[src/design/peak_rms_power_energy_meter_assert.svh]
// assertion macros for the peak rms power energy meter
`ifndef PEAK_RMS_POWER_ENERGY_METER_ASSERT_SVH
`define PEAK_RMS_POWER_ENERGY_METER_ASSERT_SVH

// same-cycle implication, checked out of reset
`define PRM_ASSERT_NOW(label, ante, cons, msg) \
    label: assert property (@(posedge clk) disable iff (!rst_n) (ante) |-> (cons)) \
        else $error(msg);

// next-cycle implication, checked out of reset
`define PRM_ASSERT_NEXT(label, ante, cons, msg) \
    label: assert property (@(posedge clk) disable iff (!rst_n) (ante) |=> (cons)) \
        else $error(msg);

`endif

[src/design/prm_pkg.sv]
package prm_pkg;

    localparam int SAMPLE_W    = 12;
    localparam int CFG_IDX_W   = 3;
    localparam int CFG_DATA_W  = 31;
    localparam int WIN_DIV_W   = 9;
    localparam int DVD_W       = 48;

    localparam int SECONDS_PER_HOUR_DEF = 3600;
    localparam int ADC_BITS_DEF         = 12;

    localparam logic [23:0] VOLTAGE_GAIN_RST       = 24'd18652;
    localparam logic [30:0] VOLTAGE_OFFSET_RST     = 31'd37970000;
    localparam logic [23:0] CURRENT_GAIN_RST       = 24'd598;
    localparam logic [30:0] CURRENT_OFFSET_RST     = 31'd1233170;
    localparam logic [15:0] WINDOW_LEN_RST         = 16'd400;
    localparam logic [7:0]  WINDOWS_PER_REPORT_RST = 8'd50;
    localparam logic [9:0]  MIN_VOLTAGE_RST        = 10'd65;
    localparam logic [9:0]  POWER_GATE_RST         = 10'd180;

    typedef struct packed {
        logic [SAMPLE_W-1:0] voltage_sample;
        logic [SAMPLE_W-1:0] current_sample;
    } sample_t;

    typedef struct packed {
        logic signed [31:0] voltage_rms;
        logic signed [31:0] current_rms;
        logic signed [47:0] power;
        logic signed [63:0] energy;
    } report_t;

    typedef enum logic [CFG_IDX_W-1:0] {
        REG_VOLTAGE_GAIN,
        REG_VOLTAGE_OFFSET,
        REG_CURRENT_GAIN,
        REG_CURRENT_OFFSET,
        REG_WINDOW_LEN,
        REG_WINDOWS_PER_REPORT,
        REG_MIN_VOLTAGE,
        REG_POWER_GATE
    } cfg_reg_t;

    typedef enum logic [3:0] {
        S_IDLE,
        S_EST_MUL,
        S_EST_ACC,
        S_DIV_LOAD,
        S_DIV_RUN,
        S_DIV_DONE,
        S_PWR_MUL,
        S_PWR,
        S_ENERGY,
        S_EMIT
    } state_t;

    typedef enum logic [1:0] {
        DIV_VOLT,
        DIV_CURR,
        DIV_ENERGY
    } div_sel_t;

endpackage

[src/design/peak_rms_power_energy_meter.sv]
// Peak-detecting RMS, power and energy meter. A sample beat that does not close a window
// is taken while the meter stays idle. On the closing beat of a window the shared
// multiplier forms gain*peak for each channel in turn, and each estimate is added to its
// saturating sum. A window that also closes a report then runs the following steps. One
// shared bit-per-cycle divider runs three times (a load, 48 shift steps and a finish each):
// voltage average, current average, then power/SECONDS_PER_HOUR. Between the second and
// third runs the multiplier forms power in S_PWR_MUL and S_PWR; then come an energy step
// and an emit step. The emit step waits while an earlier report is still held. Sample
// stall stays high while any of this runs. The report sits in an output register, so a
// new sample beat is accepted while it waits to be taken.
`include "peak_rms_power_energy_meter_assert.svh"

module peak_rms_power_energy_meter #(
    parameter int SECONDS_PER_HOUR = prm_pkg::SECONDS_PER_HOUR_DEF,
    parameter int ADC_BITS         = prm_pkg::ADC_BITS_DEF
) (
    input  logic                                clk,
    input  logic                                rst_n,
    input  logic                                cfg_write,
    input  logic [prm_pkg::CFG_IDX_W-1:0]       cfg_index,
    input  logic [prm_pkg::CFG_DATA_W-1:0]      cfg_data,
    input  logic                                sample_valid,
    output logic                                sample_stall,
    input  prm_pkg::sample_t                    sample,
    output logic                                report_valid,
    input  logic                                report_stall,
    output prm_pkg::report_t                    report
);
    import prm_pkg::*;

    localparam int SPH_W     = $clog2(SECONDS_PER_HOUR + 1);
    localparam int DSR_W     = (SPH_W > WIN_DIV_W) ? SPH_W : WIN_DIV_W;
    localparam int DIV_CNT_W = $clog2(DVD_W + 1);
    localparam logic [SAMPLE_W-1:0] ADC_MASK = (ADC_BITS >= SAMPLE_W) ? '1 :
        SAMPLE_W'((64'd1 << ADC_BITS) - 64'd1);

    // configuration
    logic [23:0] voltage_gain_reg;
    logic [30:0] voltage_offset_reg;
    logic [23:0] current_gain_reg;
    logic [30:0] current_offset_reg;
    logic [15:0] window_len_reg;
    logic [7:0]  windows_per_report_reg;
    logic [9:0]  min_voltage_reg;
    logic [9:0]  power_gate_reg;

    // control
    state_t   state_reg, state_next;
    logic     ch_reg, ch_next;
    div_sel_t div_sel_reg, div_sel_next;
    logic [DIV_CNT_W-1:0] div_cnt_reg, div_cnt_next;
    logic     report_valid_reg, report_valid_next;

    // meter state
    logic [15:0]         sample_count_reg, sample_count_next;
    logic [SAMPLE_W-1:0] vpeak_reg, vpeak_next;
    logic [SAMPLE_W-1:0] cpeak_reg, cpeak_next;
    logic [7:0]          window_count_reg, window_count_next;
    logic signed [39:0]  vsum_reg, vsum_next;
    logic signed [39:0]  csum_reg, csum_next;
    logic signed [63:0]  energy_reg, energy_next;

    // datapath
    logic [DVD_W-1:0]    quo_reg, quo_next;
    logic [DSR_W-1:0]    rem_reg, rem_next;
    logic [DSR_W-1:0]    dsr_reg, dsr_next;
    logic                neg_reg, neg_next;
    logic signed [63:0]  prod_reg, prod_next;
    logic signed [31:0]  v_avg_reg, v_avg_next;
    logic signed [31:0]  c_avg_reg, c_avg_next;
    logic                gate_reg, gate_next;
    logic signed [47:0]  p_reg, p_next;
    logic signed [47:0]  step_reg, step_next;
    report_t             report_reg, report_next;

    logic sample_accept;
    logic out_free;
    logic [SAMPLE_W-1:0] vs, cs, vpeak_upd, cpeak_upd;
    logic count_open;
    logic win_open;

    logic signed [32:0] mul_a, mul_b;
    logic signed [65:0] mul_p;
    logic signed [38:0] est_raw;
    logic signed [31:0] est;
    logic signed [40:0] sum_raw;
    logic signed [39:0] sum_sat;
    logic signed [39:0] sum_cur;
    logic signed [DVD_W-1:0] dvd;
    logic [DSR_W:0]     rem_shift;
    logic               rem_ge;
    logic signed [DVD_W-1:0] quo_signed;
    logic signed [64:0] energy_raw;

    assign sample_stall  = (state_reg != S_IDLE);
    assign sample_accept = sample_valid && !sample_stall;
    assign out_free      = !report_valid_reg || !report_stall;
    assign report_valid  = report_valid_reg;
    assign report        = report_reg;

    assign vs = sample.voltage_sample & ADC_MASK;
    assign cs = sample.current_sample & ADC_MASK;
    assign vpeak_upd = (vs > vpeak_reg) ? vs : vpeak_reg;
    assign cpeak_upd = (cs > cpeak_reg) ? cs : cpeak_reg;
    assign count_open = (sample_count_reg < window_len_reg);
    assign win_open   = (window_count_reg < windows_per_report_reg);

    // shared multiplier
    always_comb
    begin
        if (state_reg == S_PWR_MUL)
        begin
            mul_a = 33'(v_avg_reg);
            mul_b = 33'(c_avg_reg);
        end
        else if (ch_reg)
        begin
            mul_a = $signed({9'b0, current_gain_reg});
            mul_b = $signed({21'b0, cpeak_reg});
        end
        else
        begin
            mul_a = $signed({9'b0, voltage_gain_reg});
            mul_b = $signed({21'b0, vpeak_reg});
        end
        mul_p = 66'(mul_a) * 66'(mul_b);
    end

    // estimate and saturating sum
    always_comb
    begin
        if (ch_reg)
            est_raw = $signed({2'b0, prod_reg[36:0]}) - $signed({8'b0, current_offset_reg});
        else
            est_raw = $signed({2'b0, prod_reg[36:0]}) - $signed({8'b0, voltage_offset_reg});
        if (est_raw > 39'sd2147483647)
            est = 32'sh7FFF_FFFF;
        else if (est_raw < -39'sd2147483648)
            est = 32'sh8000_0000;
        else
            est = est_raw[31:0];
        sum_cur = ch_reg ? csum_reg : vsum_reg;
        sum_raw = 41'(sum_cur) + 41'(est);
        if (sum_raw > 41'sd549755813887)
            sum_sat = 40'sh7F_FFFF_FFFF;
        else if (sum_raw < -41'sd549755813888)
            sum_sat = 40'sh80_0000_0000;
        else
            sum_sat = sum_raw[39:0];
    end

    // divider step and result sign
    always_comb
    begin
        unique case (div_sel_reg)
            DIV_VOLT:   dvd = DVD_W'(vsum_reg);
            DIV_CURR:   dvd = DVD_W'(csum_reg);
            DIV_ENERGY: dvd = p_reg;
            default:    dvd = p_reg;
        endcase
        rem_shift  = {rem_reg, quo_reg[DVD_W-1]};
        rem_ge     = (rem_shift >= {1'b0, dsr_reg});
        quo_signed = neg_reg ? -$signed(quo_reg) : $signed(quo_reg);
        energy_raw = 65'(energy_reg) + 65'(step_reg);
    end

    // next state
    always_comb
    begin
        state_next = state_reg;
        unique case (state_reg)
            S_IDLE:
                if (sample_accept && !count_open)
                    state_next = S_EST_MUL;
            S_EST_MUL:
                state_next = S_EST_ACC;
            S_EST_ACC:
                if (!ch_reg)
                    state_next = S_EST_MUL;
                else if (win_open)
                    state_next = S_IDLE;
                else
                    state_next = S_DIV_LOAD;
            S_DIV_LOAD:
                state_next = S_DIV_RUN;
            S_DIV_RUN:
                if (div_cnt_reg == DIV_CNT_W'(DVD_W - 1))
                    state_next = S_DIV_DONE;
            S_DIV_DONE:
                unique case (div_sel_reg)
                    DIV_VOLT:   state_next = S_DIV_LOAD;
                    DIV_CURR:   state_next = S_PWR_MUL;
                    DIV_ENERGY: state_next = S_ENERGY;
                    default:    state_next = S_ENERGY;
                endcase
            S_PWR_MUL:
                state_next = S_PWR;
            S_PWR:
                state_next = S_DIV_LOAD;
            S_ENERGY:
                state_next = S_EMIT;
            S_EMIT:
                if (out_free)
                    state_next = S_IDLE;
            default:
                state_next = S_IDLE;
        endcase
    end

    // datapath and outputs
    always_comb
    begin
        ch_next           = ch_reg;
        div_sel_next      = div_sel_reg;
        div_cnt_next      = div_cnt_reg;
        sample_count_next = sample_count_reg;
        vpeak_next        = vpeak_reg;
        cpeak_next        = cpeak_reg;
        window_count_next = window_count_reg;
        vsum_next         = vsum_reg;
        csum_next         = csum_reg;
        energy_next       = energy_reg;
        quo_next          = quo_reg;
        rem_next          = rem_reg;
        dsr_next          = dsr_reg;
        neg_next          = neg_reg;
        prod_next         = prod_reg;
        v_avg_next        = v_avg_reg;
        c_avg_next        = c_avg_reg;
        gate_next         = gate_reg;
        p_next            = p_reg;
        step_next         = step_reg;
        report_next       = report_reg;
        report_valid_next = report_valid_reg;

        if (report_valid_reg && !report_stall)
            report_valid_next = 1'b0;

        unique case (state_reg)
            S_IDLE:
                if (sample_accept)
                begin
                    vpeak_next = vpeak_upd;
                    cpeak_next = cpeak_upd;
                    ch_next    = 1'b0;
                    if (count_open)
                        sample_count_next = sample_count_reg + 16'd1;
                    else
                        sample_count_next = '0;
                end
            S_EST_MUL:
                prod_next = mul_p[63:0];
            S_EST_ACC:
                if (!ch_reg)
                begin
                    vsum_next = sum_sat;
                    ch_next   = 1'b1;
                end
                else
                begin
                    csum_next    = sum_sat;
                    vpeak_next   = '0;
                    cpeak_next   = '0;
                    div_sel_next = DIV_VOLT;
                    if (win_open)
                        window_count_next = window_count_reg + 8'd1;
                end
            S_DIV_LOAD:
            begin
                neg_next     = dvd[DVD_W-1];
                quo_next     = dvd[DVD_W-1] ? DVD_W'(-dvd) : DVD_W'(dvd);
                rem_next     = '0;
                div_cnt_next = '0;
                if (div_sel_reg == DIV_ENERGY)
                    dsr_next = DSR_W'(SECONDS_PER_HOUR);
                else
                    dsr_next = DSR_W'({1'b0, window_count_reg} + 9'd1);
            end
            S_DIV_RUN:
            begin
                rem_next     = rem_ge ? DSR_W'(rem_shift - {1'b0, dsr_reg})
                                      : DSR_W'(rem_shift);
                quo_next     = {quo_reg[DVD_W-2:0], rem_ge};
                div_cnt_next = div_cnt_reg + DIV_CNT_W'(1);
            end
            S_DIV_DONE:
                unique case (div_sel_reg)
                    DIV_VOLT:
                    begin
                        // low voltage reads as zero
                        if ($signed(quo_signed[31:0]) < $signed({6'b0, min_voltage_reg, 16'b0}))
                            v_avg_next = '0;
                        else
                            v_avg_next = quo_signed[31:0];
                        div_sel_next = DIV_CURR;
                    end
                    DIV_CURR:
                        c_avg_next = quo_signed[31:0];
                    DIV_ENERGY:
                        step_next = quo_signed;
                    default:
                        step_next = quo_signed;
                endcase
            S_PWR_MUL:
            begin
                prod_next = mul_p[63:0];
                gate_next = (v_avg_reg > $signed({6'b0, power_gate_reg, 16'b0}));
            end
            S_PWR:
            begin
                // product stays below 2^62, so the top 48 bits are the floored shift
                p_next       = gate_reg ? prod_reg[63:16] : '0;
                div_sel_next = DIV_ENERGY;
            end
            S_ENERGY:
            begin
                if (energy_raw > 65'sh0_7FFF_FFFF_FFFF_FFFF)
                    energy_next = 64'sh7FFF_FFFF_FFFF_FFFF;
                else if (energy_raw < -65'sh0_8000_0000_0000_0000)
                    energy_next = 64'sh8000_0000_0000_0000;
                else
                    energy_next = energy_raw[63:0];
                vsum_next         = '0;
                csum_next         = '0;
                window_count_next = '0;
            end
            S_EMIT:
                if (out_free)
                begin
                    report_next.voltage_rms = v_avg_reg;
                    report_next.current_rms = c_avg_reg;
                    report_next.power       = p_reg;
                    report_next.energy      = energy_reg;
                    report_valid_next       = 1'b1;
                end
            default:
                ch_next = 1'b0;
        endcase
    end

    always_ff @(posedge clk or negedge rst_n)
    begin
        if (!rst_n)
        begin
            voltage_gain_reg       <= VOLTAGE_GAIN_RST;
            voltage_offset_reg     <= VOLTAGE_OFFSET_RST;
            current_gain_reg       <= CURRENT_GAIN_RST;
            current_offset_reg     <= CURRENT_OFFSET_RST;
            window_len_reg         <= WINDOW_LEN_RST;
            windows_per_report_reg <= WINDOWS_PER_REPORT_RST;
            min_voltage_reg        <= MIN_VOLTAGE_RST;
            power_gate_reg         <= POWER_GATE_RST;
        end
        else if (cfg_write)
        begin
            unique case (cfg_reg_t'(cfg_index))
                REG_VOLTAGE_GAIN:       voltage_gain_reg       <= cfg_data[23:0];
                REG_VOLTAGE_OFFSET:     voltage_offset_reg     <= cfg_data[30:0];
                REG_CURRENT_GAIN:       current_gain_reg       <= cfg_data[23:0];
                REG_CURRENT_OFFSET:     current_offset_reg     <= cfg_data[30:0];
                REG_WINDOW_LEN:         window_len_reg         <= cfg_data[15:0];
                REG_WINDOWS_PER_REPORT: windows_per_report_reg <= cfg_data[7:0];
                REG_MIN_VOLTAGE:        min_voltage_reg        <= cfg_data[9:0];
                REG_POWER_GATE:         power_gate_reg         <= cfg_data[9:0];
                default:                power_gate_reg         <= power_gate_reg;
            endcase
        end
    end

    always_ff @(posedge clk or negedge rst_n)
    begin
        if (!rst_n)
        begin
            state_reg        <= S_IDLE;
            ch_reg           <= 1'b0;
            div_sel_reg      <= DIV_VOLT;
            div_cnt_reg      <= '0;
            report_valid_reg <= 1'b0;
            sample_count_reg <= '0;
            vpeak_reg        <= '0;
            cpeak_reg        <= '0;
            window_count_reg <= '0;
            vsum_reg         <= '0;
            csum_reg         <= '0;
            energy_reg       <= '0;
        end
        else
        begin
            state_reg        <= state_next;
            ch_reg           <= ch_next;
            div_sel_reg      <= div_sel_next;
            div_cnt_reg      <= div_cnt_next;
            report_valid_reg <= report_valid_next;
            sample_count_reg <= sample_count_next;
            vpeak_reg        <= vpeak_next;
            cpeak_reg        <= cpeak_next;
            window_count_reg <= window_count_next;
            vsum_reg         <= vsum_next;
            csum_reg         <= csum_next;
            energy_reg       <= energy_next;
        end
    end

    always_ff @(posedge clk)
    begin
        quo_reg    <= quo_next;
        rem_reg    <= rem_next;
        dsr_reg    <= dsr_next;
        neg_reg    <= neg_next;
        prod_reg   <= prod_next;
        v_avg_reg  <= v_avg_next;
        c_avg_reg  <= c_avg_next;
        gate_reg   <= gate_next;
        p_reg      <= p_next;
        step_reg   <= step_next;
        report_reg <= report_next;
    end

    `PRM_ASSERT_NEXT(a_count_step, sample_accept && count_open,
        (state_reg == S_IDLE) && (sample_count_reg == $past(sample_count_reg) + 16'd1),
        "sample inside a window did not just count")
    `PRM_ASSERT_NEXT(a_peak_clear, (state_reg == S_EST_ACC) && ch_reg,
        (vpeak_reg == '0) && (cpeak_reg == '0), "peaks not cleared at window close")
    `PRM_ASSERT_NOW(a_report_from_emit, $rose(report_valid_reg),
        $past(state_reg) == S_EMIT, "report raised outside the emit step")
    `PRM_ASSERT_NOW(a_div_count, state_reg == S_DIV_RUN,
        div_cnt_reg < DIV_CNT_W'(DVD_W), "divider ran past its width")

endmodule
[config.mk]
export PLATFORM = sky130hd
export DESIGN_NAME = peak_rms_power_energy_meter
export DESIGN_NICKNAME = d
export VERILOG_FILES = /design/src/design/prm_pkg.sv /design/src/design/peak_rms_power_energy_meter.sv
export VERILOG_INCLUDE_DIRS = /design/src /design/src/design
export SDC_FILE = /design/constraint.sdc
export NUM_CORES = 2
export LEC_CHECK = 0
export BUFFER_PORTS_ARGS = -buffer_cell sky130_fd_sc_hd__buf_2
export CAP_MARGIN = 20
export CORE_MARGIN = 4
export CORE_UTILIZATION = 50
export CTS_BUF_LIST = sky130_fd_sc_hd__clkbuf_16
export DETAILED_ROUTE_END_ITERATION = 16
export PLACE_DENSITY = 0.65
export SLEW_MARGIN = 20
export SYNTH_ARGS = -nofsm -noshare
export SYNTH_HDL_FRONTEND = slang
export SYNTH_SLANG_ARGS = --single-unit
[constraint.sdc]
create_clock -name clk -period 11.6 [get_ports clk]
set_input_delay 0.58 -clock clk [delete_from_list [all_inputs] [get_ports clk]]
set_output_delay 0.58 -clock clk [all_outputs]
set_load 0.02 [all_outputs]
Word-level counts from Yosys, hierarchy flattened
Cells that the tools add are included.
Widths: inputs -> output; s select.

storage, ports and cells
  latch bits = 0
  input bits = 63
  logic and storage cells = 179
  register bits after elaboration = 834
  memory bits (writable) = 0
  output and inout bits = 178
  memories = 0
  bits in read-only memories = 0

cells by class
  multipliers = 1
  $lt $le $gt $ge = 13
  bitwise gates (word level) = 2
  shift-type cells = 0
  reduce and logical (&&, ||, !) cells = 40
  equality and inequality tests = 29
  divide/modulo/power cells = 0
  mux-type cells = 49
  add/subtract/negate cells = 11

operator list
  cell                  number
  $mux 40               5
  $pmux 48 s2           2
  $pmux 40 s2           2
  $mux 64               2
  $mux 48               2
  $neg 48->48           2
  $mux 12               7
  $sub 37x31->38        2
  $pmux 12 s2           3
  $mux 33               2
  $add 64x48->65        1
  $gt 65x64->1 const B  1
  $lt 65x64->1 const B  1
  $mul 33x33->64        1
  $mux 32               2
  $add 40x32->41        1
  $gt 41x40->1 const B  1
  $lt 41x40->1 const B  1
  $pmux 4 s10           1
  $gt 39x32->1 const B  1
  $lt 39x32->1 const B  1
  $mux 39               1
  $gt 32x27->1          1
  $lt 32x27->1          1
  46 further kinds      101

Logic depth before layout (Yosys ltp)
  depth after elaboration = 11
  mapped depth = 35
  gate-level depth less buffers = 30

Least setup slack after synthesis
OpenSTA, ideal clock, no wires.

  kind = reg2reg
  start point = register state_reg[0]
  end point = register report_reg, in the netlist report[0] (enable)
  data required time = 10,829 ps
  path slack = 921 ps
  setup time = 771 ps
  cell stages (with the launch flop) = 6
  data arrival time = 9,908 ps
  path through = dfrtp_1 clkbuf_1 clkbuf_1 nand2b_1 or3b_2 a21oi_1

between the ends
  word-level cells in the longest chain between the ends = 2

ends and longest elaborated chain
  item                        line                                RTL
  start: declaration          peak_rms_power_energy_meter.sv:48   state_t state_reg, state_next;
  start signal: assignment    peak_rms_power_energy_meter.sv:389  state_reg <= state_next;
  $eq 4x4->1                  peak_rms_power_energy_meter.sv:239  unique case (state_reg)
  $reduce_and 2->1 (no line)  --
  end signal: assignment      peak_rms_power_energy_meter.sv:416  report_reg <= report_next;
  end: declaration            peak_rms_power_energy_meter.sv:74   report_t report_reg, report_next;

Every way passes these cells.
A chain may end at the register's enable or synchronous reset.

Final worst setup path
  start point = register state_reg[1]
  end point = register prod_reg[56], data pin

between the ends
  word-level cells in the longest chain between the ends = 3

ends and longest elaborated chain
  item                    line                                RTL
  $eq 4x3->1 *            peak_rms_power_energy_meter.sv:111  if (state_reg == S_PWR_MUL)
  $mux 33                 peak_rms_power_energy_meter.sv:111
  $mul 33x33->64 *        peak_rms_power_energy_meter.sv:126  mul_p = 66'(mul_a) * 66'(mul_b);
  via mul_p[56]           peak_rms_power_energy_meter.sv:83   logic signed [65:0] mul_p;
  end signal: assignment  peak_rms_power_energy_meter.sv:410  prod_reg <= prod_next;
  end: declaration        peak_rms_power_energy_meter.sv:68   logic signed [63:0] prod_reg, prod_next;

Mark *: on every way through the listed nets, which the timed path passes. The rest lies on a longest branch.

==> flow_metrics.tcl <==
set metrics [dict create \
    status "complete, no violations" \
    holdPathStages 2 \
    drv_slew 0 \
    drt_iter0_drc 5719 \
    setup_viol 0 \
    dp_slack_ns 1.06 \
    io_pins 241 \
    rows 146 \
    nets 9678 \
    cap_violations 0 \
    grt_pass1_wl_um 387000 \
    regArea_mm2 0.0232 \
    die_area_mm2 0.167 \
    path_max_fanout 15 \
    nFillCells 13985 \
    cts_root_buf "clkbuf_16" \
    post-cts-setup-buffers 0 \
    clock_skew_ns 0.0607 \
    critPathRequiredTime_ns 12.06 \
    antenna_found_initial 27 \
    synthDistinctLibCells 90 \
    yosysWarnings 0 \
    hold_viol 0 \
    grt_max_degree 114 \
    gr-usage-all-layers 0.307 \
    synth-main-ff-cell "edfxtp_1" \
    die_x_um 409 \
    crit_cells 27 \
    finalCritPeriodShare 0.923 \
    cts_tree "done" \
    relSlewSlack 0.156 \
    clkSlewWorstSetupHoldPaths_ns 0.06 \
    first_pass_iters 7 \
    synth_nets 9543 \
    synthArstFlopShare 0.433 \
    layout_common_cells "nand2_1 (1159), inv_1 (1109), fa_1 (1108)" \
    arrival_ns 11.17 \
    place.gp.congestion 0.980 \
    synth-edff-count 472 \
    drt-total-wl_um 256000 \
    drc 0 \
    rsz0062_at_grt "no" \
    avgSynthCellArea_um2 10.1 \
    coreArea_mm2 0.159 \
    die_h_um 409 \
    dp_hpwl_um 200000 \
    insertion_delay_ns 0.74 \
    finalWorstSetupSlack_ns 0.889 \
    wl_per_cell_um 24.9 \
    cp_slowest_cell "nor2b_2" \
    cpMostUsedCell "fa_1" \
    ant_nets 0 \
    initial_core_util 0.505 \
    grt_overflow 0 \
    holdWs_ns 0.0958 \
    startpoint_type "flop" \
    cts_made_buffers 95 \
    finalSetupTns_ns 0 \
    cpLargestDelayFamily "adder cells" \
    grt_pass1_vias 61387 \
    clockBufferDepth 3 \
    r2r_cells 27 \
    worstSetupPathType "reg -> reg" \
    io_buffer_count 240 \
    syn2layout_area_growth_pct 9.13 \
    fmax_ghz 0.0934 \
    critPathMaxStageDelay_ns 0.84 \
    hp-class "in -> reg" \
    synth_area_mm2 0.0804 \
    crit_buf_inv 5 \
    ys_seq_area_frac 0.289 \
    drive_gt1_frac 0.111 \
    vias 59681 \
    multiInputGateArea_mm2 0.0518 \
    ctsHtreeMaxLevel 3 \
    end_kind "flop" \
    finalCriticalPeriod_ns 10.71 \
    ys_seq_elements 832 \
    viasPerCell 5.79 \
    tightest_slew_ns 1.25 \
    post-route-util 0.552 \
    syn-instance-count 7940 \
    largest_reg_flops 176 \
    clkSinkCount 832 \
    layout_commonest_cell "nand2_1" \
]
-- synthesized netlist by cell type (40+ instances only) --
master | number | area (um^2)
a21o_1 | 147 | 1100
nor2b_1 | 96 | 601
edfxtp_1 | 472 | 14200
dfstp_2 | 40 | 1050
mux2_2 | 202 | 2270
and3_1 | 132 | 826
and2_1 | 204 | 1280
nor2_1 | 280 | 1050
o21ai_0 | 387 | 1940
nand2b_1 | 81 | 507
nand3_1 | 78 | 390
clkbuf_1 | 342 | 1280
ha_1 | 431 | 5390
inv_1 | 1100 | 4130
nand2_1 | 1159 | 4350
xnor2_1 | 196 | 1720
nand4_1 | 52 | 325
xor2_1 | 113 | 990
fa_1 | 1109 | 22200
dfrtp_1 | 320 | 8010
mux2i_1 | 117 | 1170
a21oi_1 | 378 | 1890
-- path summary, 6_finish.rpt --
check                              from                     end  slack, ns
hold reg to reg               p_reg[26]              report[90]       0.46
max in group asynchronous         rst_n          div_sel_reg[1]       9.55
min in group asynchronous         rst_n    sample_count_reg[13]       0.50
setup / recovery           state_reg[1]            prod_reg[56]       0.89
hold / removal             cfg_data[28]  voltage_offset_reg[28]        0.1
setup reg to reg           state_reg[1]            prod_reg[56]       0.89
-- layer usage --
layer | part of all wire | track usage
met1 | 0.41 | 0.420
met2 | 0.44 | 0.473
met3 | 0.10 | 0.0790
met4 | 0.045 | 0.117
met5 | 0.000047 | 0
-- cells by family (layout without fill, tap and decap cells) --
| logic type | after synthesis | in the layout | share of synthesized area |
|---|---|---|---|
| other cells | 1 | 6 | 0.0000466 |
| mux | 321 | 321 | 0.0432 |
| buf+inv | 1484 | 1702 | 0.0698 |
| xor+xnor | 309 | 309 | 0.0337 |
| simple gates | 2216 | 2216 | 0.128 |
| compound gates | 1231 | 1231 | 0.0928 |
| flops | 832 | 832 | 0.289 |
| fa+ha+maj | 1546 | 1546 | 0.344 |
-- metrics by stage --
| stage | instance area (um^2) | cells |
|---|---|---|
| floorplan | 80400 | 7940 |
| global placement | 84300 | 10121 |
| detailed placement | 84300 | 10121 |
| CTS | 87700 | 10302 |
| global route | 87700 | 10305 |
| finish | 87800 | 10309 |
-- final cells by class --
cell class | count | share of cell area
Tap cell | 2146 | 0.0306
Inverter | 1101 | 0.0471
Multi-Input combinational cell | 5624 | 0.590
Timing Repair Buffer | 421 | 0.0296
Clock buffer | 99 | 0.0282
Antenna cell | 5 | 0.000143
Clock inverter | 81 | 0.00964
Sequential cell | 832 | 0.265
-- repair_timing --
item                                   4_1_cts  5_1_grt
endpoints found under the hold margin       70        0
hold buffers                                 1        0
resized for setup                            0        0
Power is not shown: default switching activity piles up to over one toggle a cycle in this logic, so the estimate is an artifact.
